File: src/rtl/csc_pkg.sv
package csc_pkg;

    localparam int RAW_P_W = 20;
    localparam int RAW_T_W = 20;
    localparam int RAW_H_W = 16;
    localparam int TEMP_W  = 15;
    localparam int PRESS_W = 17;
    localparam int HUM_W   = 17;
    localparam int CFG_ADDR_W = 3;
    localparam int CFG_DATA_W = 48;
    localparam int DIV_W = 32;

    // fixed latencies of the datapath units, in enabled cycles
    localparam int TEMP_LAT  = 5;
    localparam int PRESS_LAT = 7 + DIV_W + 4;
    localparam int HUM_LAT   = 8;

    localparam logic [RAW_T_W-1:0] TEMP_OFF_RAW  = 20'h80000;
    localparam logic [RAW_P_W-1:0] PRESS_OFF_RAW = 20'h80000;
    localparam logic [RAW_H_W-1:0] HUM_OFF_RAW   = 16'h8000;

    localparam logic signed [31:0] TEMP_MIN    = -32'sd4000;
    localparam logic signed [31:0] TEMP_MAX    = 32'sd8500;
    localparam logic [31:0]        PRESS_MIN   = 32'd30000;
    localparam logic [31:0]        PRESS_MAX   = 32'd110000;
    localparam logic signed [31:0] HUM_VAR_MAX = 32'sd419430400;
    localparam logic [31:0]        HUM_MAX     = 32'd102400;

    typedef enum logic [CFG_ADDR_W-1:0] {
        REG_CAL_TEMP       = 3'd0,
        REG_CAL_PRESS_LOW  = 3'd1,
        REG_CAL_PRESS_MID  = 3'd2,
        REG_CAL_PRESS_HIGH = 3'd3,
        REG_CAL_HUM_LOW    = 3'd4,
        REG_CAL_HUM_HIGH   = 3'd5
    } cfg_reg_t;

    // signed divide by 2**k, truncating toward zero
    function automatic logic signed [31:0] sdiv_p2(input logic signed [31:0] x,
                                                   input int unsigned k);
        logic signed [31:0] bias;
        bias = '0;
        if (x[31]) begin
            bias = (32'sd1 <<< k) - 32'sd1;
        end
        return (x + bias) >>> k;
    endfunction

    function automatic logic signed [31:0] ext_s16(input logic [15:0] v);
        return signed'({{16{v[15]}}, v});
    endfunction

    function automatic logic signed [31:0] ext_u16(input logic [15:0] v);
        return signed'({16'b0, v});
    endfunction

    function automatic logic signed [31:0] ext_s8(input logic [7:0] v);
        return signed'({{24{v[7]}}, v});
    endfunction

    function automatic logic signed [31:0] ext_u8(input logic [7:0] v);
        return signed'({24'b0, v});
    endfunction

endpackage

File: src/rtl/csc_temp.sv
module csc_temp
    import csc_pkg::*;
(
    input  logic                     aclk,
    input  logic                     en,
    input  logic [RAW_T_W-1:0]       raw_t,
    input  logic [47:0]              cal_temp,
    output logic signed [31:0]       fine,
    output logic [TEMP_W-1:0]        temp
);

    logic signed [31:0] t1, t2, t3;
    assign t1 = ext_u16(cal_temp[15:0]);
    assign t2 = ext_s16(cal_temp[31:16]);
    assign t3 = ext_s16(cal_temp[47:32]);

    logic signed [31:0] a0_reg, b0_reg, am_reg, bb_reg, a_reg, bm_reg;
    logic signed [31:0] fine_reg, fine_out_reg;
    logic [TEMP_W-1:0]  temp_reg;
    logic signed [31:0] tx, tc;

    always_comb begin
        tx = sdiv_p2((fine_reg <<< 2) + fine_reg + 32'sd128, 8);
        tc = tx;
        if (tx < TEMP_MIN) begin
            tc = TEMP_MIN;
        end else if (tx > TEMP_MAX) begin
            tc = TEMP_MAX;
        end
    end

    always_ff @(posedge aclk) begin
        if (en) begin
            a0_reg       <= signed'({15'b0, raw_t[19:3]}) - (t1 <<< 1);
            b0_reg       <= signed'({16'b0, raw_t[19:4]}) - t1;
            am_reg       <= a0_reg * t2;
            bb_reg       <= b0_reg * b0_reg;
            a_reg        <= sdiv_p2(am_reg, 11);
            bm_reg       <= sdiv_p2(bb_reg, 12) * t3;
            fine_reg     <= a_reg + sdiv_p2(bm_reg, 14);
            fine_out_reg <= fine_reg;
            temp_reg     <= tc[TEMP_W-1:0];
        end
    end

    assign fine = fine_out_reg;
    assign temp = temp_reg;

endmodule

File: config.mk
export PLATFORM = sky130hd
export DESIGN_NAME = csc_temp
export DESIGN_NICKNAME = d
export VERILOG_FILES = /design/src/rtl/csc_pkg.sv /design/src/rtl/csc_temp.sv
export SDC_FILE = /design/constraint.sdc
export NUM_CORES = 2
export LEC_CHECK = 0
export ABC_AREA = 0
export BUFFER_PORTS_ARGS = -buffer_cell sky130_fd_sc_hd__buf_2
export CORE_MARGIN = 2
export CORE_UTILIZATION = 45
export CTS_BUF_LIST = sky130_fd_sc_hd__clkbuf_2
export DETAILED_ROUTE_END_ITERATION = 10
export HOLD_SLACK_MARGIN = 0.12
export SLEW_MARGIN = 20
export SYNTH_ARGS = -nofsm -noshare
export SYNTH_HDL_FRONTEND = slang
export SYNTH_SLANG_ARGS = --single-unit
File: constraint.sdc
create_clock -name aclk -period 12.91 [get_ports aclk]
set_clock_uncertainty 0.2 [all_clocks]
set_input_delay 0.6455 -clock aclk [delete_from_list [all_inputs] [get_ports aclk]]
set_output_delay 0.6455 -clock aclk [all_outputs]
set_load 0.01 [all_outputs]
==> results.sh <==
export IMPL_postPlaceCellArea_mm2=0.0460
export IMPL_rsz0062_at_grt="no"
export IMPL_root_buffer="clkbuf_2"
export IMPL_slew_violations=0
export IMPL_io_buffers=113
export IMPL_netlist_area_mm2=0.0441
export IMPL_vias_per_cell=5.01
export IMPL_synth_top_cells_by_count="1,161 x inv_1, 877 x fa_1, 478 x nand2_1"
export IMPL_arrival_ns=10.15
export IMPL_cts_sinks=193
export IMPL_drc_errors=0
export IMPL_firstDrtPassIters=5
export IMPL_synth_async_reset_ratio_pct=0
export IMPL_multi_input_area_mm2=0.0334
export IMPL_final_period_utilization_pct=73.3
export IMPL_cts_tree="built"
export IMPL_clockBufferDepth=2
export IMPL_tns_ns=0
export IMPL_finalHoldViolations=0
export IMPL_grt_max_degree=71
export IMPL_fillers=9211
export IMPL_core_area_mm2=0.0969
export IMPL_grt_pass1_wl_mm=164
export IMPL_worst_setup_path_type="reg -> reg"
export IMPL_initial_core_util_pct=45.5
export IMPL_synth_seq_cells=193
export IMPL_grt_pass1_vias=32500
export IMPL_hp_class="in -> reg"
export IMPL_setup_viol=0
export IMPL_num_rows=114
export IMPL_yosysWarnings=0
export IMPL_grt_overflow=0
export IMPL_vias=29900
export IMPL_path_clk_slew_ns=0.31
export IMPL_die_w_um=317
export IMPL_synth_area_leaders="fa_1 40%, edfxtp_1 13%, ha_1 12%"
export IMPL_regArea_mm2=0.00580
export IMPL_worstMarginPinSlew_ns=1.01
export IMPL_cpMostUsedCell="fa_1"
export IMPL_wirelength_mm=96.0
export IMPL_hpwl_mm=77.0
export IMPL_end_kind="flip-flop"
export IMPL_outcome="finished clean"
export IMPL_cts_htree_levels=4
export IMPL_synth_top_area_cell="fa_1"
export IMPL_cts_resized=0
export IMPL_seq_area_frac_synth_pct=13.1
export IMPL_max_stage_delay_ns=0.73
export IMPL_design_area_mm2=0.0469
export IMPL_synth_area_per_cell_um2=9.61
export IMPL_wire_per_inst_um=16.1
export IMPL_max_freq_ghz=0.106
export IMPL_synth_cells=4586
export IMPL_largest_register_ffs=44
export IMPL_antenna_found_initial=2
export IMPL_fin_worst_hold_slack_ns=0.366
export IMPL_synth_ff_type="edfxtp_1"
export IMPL_yosys_cell_types_count=88
export IMPL_postRouteAntennaNets=0
export IMPL_drt_initial_drc_count=1305
export IMPL_layout_min_cycle_time_ns=9.47
export IMPL_dieHeight_um=317
export IMPL_drv_cap=0
export IMPL_relSlewSlack_pct=32.3
export IMPL_layout_nets=6044
export IMPL_synth_most_common_cell="inv_1"
export IMPL_critPathLaunchType="flip-flop"
export IMPL_drive_gt1_share_pct=5.01
export IMPL_clk_latency_ns=1.14
export IMPL_io_pins=117
export IMPL_gp_congestion=0.847
export IMPL_area_delta_synth_final_pct=6.35
export IMPL_crit_fanout=16
export IMPL_cp_required_ns=13.59
export IMPL_dieArea_mm2=0.100
export IMPL_syn_nets=5953
export IMPL_synth_edf_count=193
export IMPL_grt_usage_pct=20.5
export IMPL_cts_buffers=17
export IMPL_synth_top_area_share_pct=39.8
export IMPL_worst_path_max_delay_cell="edfxtp_1"
## cell families after synthesis
logic type	share of synthesized area [%]
multiplexers	0.105
AO/OA/AOI/OAI	5.76
flip-flops	13.1
buffers and inverters	11.2
AND/OR/NAND/NOR	12.8
XOR/XNOR	5.20
adder cells (fa/ha/maj)	51.7
## critical path: cells and delay by family (launching register included)
kind	cells	cell delay (ns)
adders and majority gates	8	3.68
AOI/OAI and AO/OA	13	2.71
and+or+nand+nor	6	1.25
DFF	1	0.73
buffers and inverters	6	0.51
xor gates and xnor gates	2	0.22
## cell usage in the layout (no fill, tap or decap), drive strengths merged, types with 64 or more instances in the layout
master       instances
nand2              478
buf                151
ha                 420
nor2               140
inv               1167
dlygate4sd3         64
o21ai               77
and2               302
a21oi              102
fa                 877
edfxtp             193
xnor2              201
## stage by stage
| stage | setup slack [ns] | instances | util [%] |
|---|---|---|---|
| after floorplan | 4.05 | 4586 | - |
| after global placement | 3.40 | 5870 | 47.5 |
| after detailed placement | 3.39 | 5870 | 47.5 |
| after CTS | 3.41 | 5966 | 48.4 |
| after global routing | 2.82 | 5971 | 48.4 |
| final | 3.44 | 5971 | 48.4 |
## final cells by class
| cell class | count | share of cell area (%) |
|---|---|---|
| Antenna cell | 5 | 0.0267 |
| Multi-Input combinational cell | 3088 | 71.2 |
| Clock buffer | 17 | 0.181 |
| Timing Repair Buffer | 216 | 3.22 |
| Tap cell | 1276 | 3.41 |
| Sequential cell | 193 | 12.4 |
| Inverter | 1161 | 9.30 |
| Clock inverter | 15 | 0.358 |
## layer usage
layer,global-route usage [%],routed length [µm]
met1,27.0,42000
met2,36.4,48600
met3,2.24,3650
met4,4.68,1730
met5,0,0
## final timing paths
path | to | from | slack, ns | cells after the start
worst min-delay path | am_reg[2] | cal_temp[18] | 0.37 | 5
worst max register to register | bm_reg[31] | bb_reg[31] | 3.44 | 35
worst min register to register | fine[19] | fine_reg[19] | 0.37 | 0
worst max-delay path | bm_reg[31] | bb_reg[31] | 3.44 | 35
## what timing repair did
item	in CTS	in global routing
buffers inserted	0	0
hold buffers	64	0
endpoints found under the hold margin	84	0
Power is not shown: default switching activity piles up to over one toggle a cycle in this logic, so the estimate is an artifact.
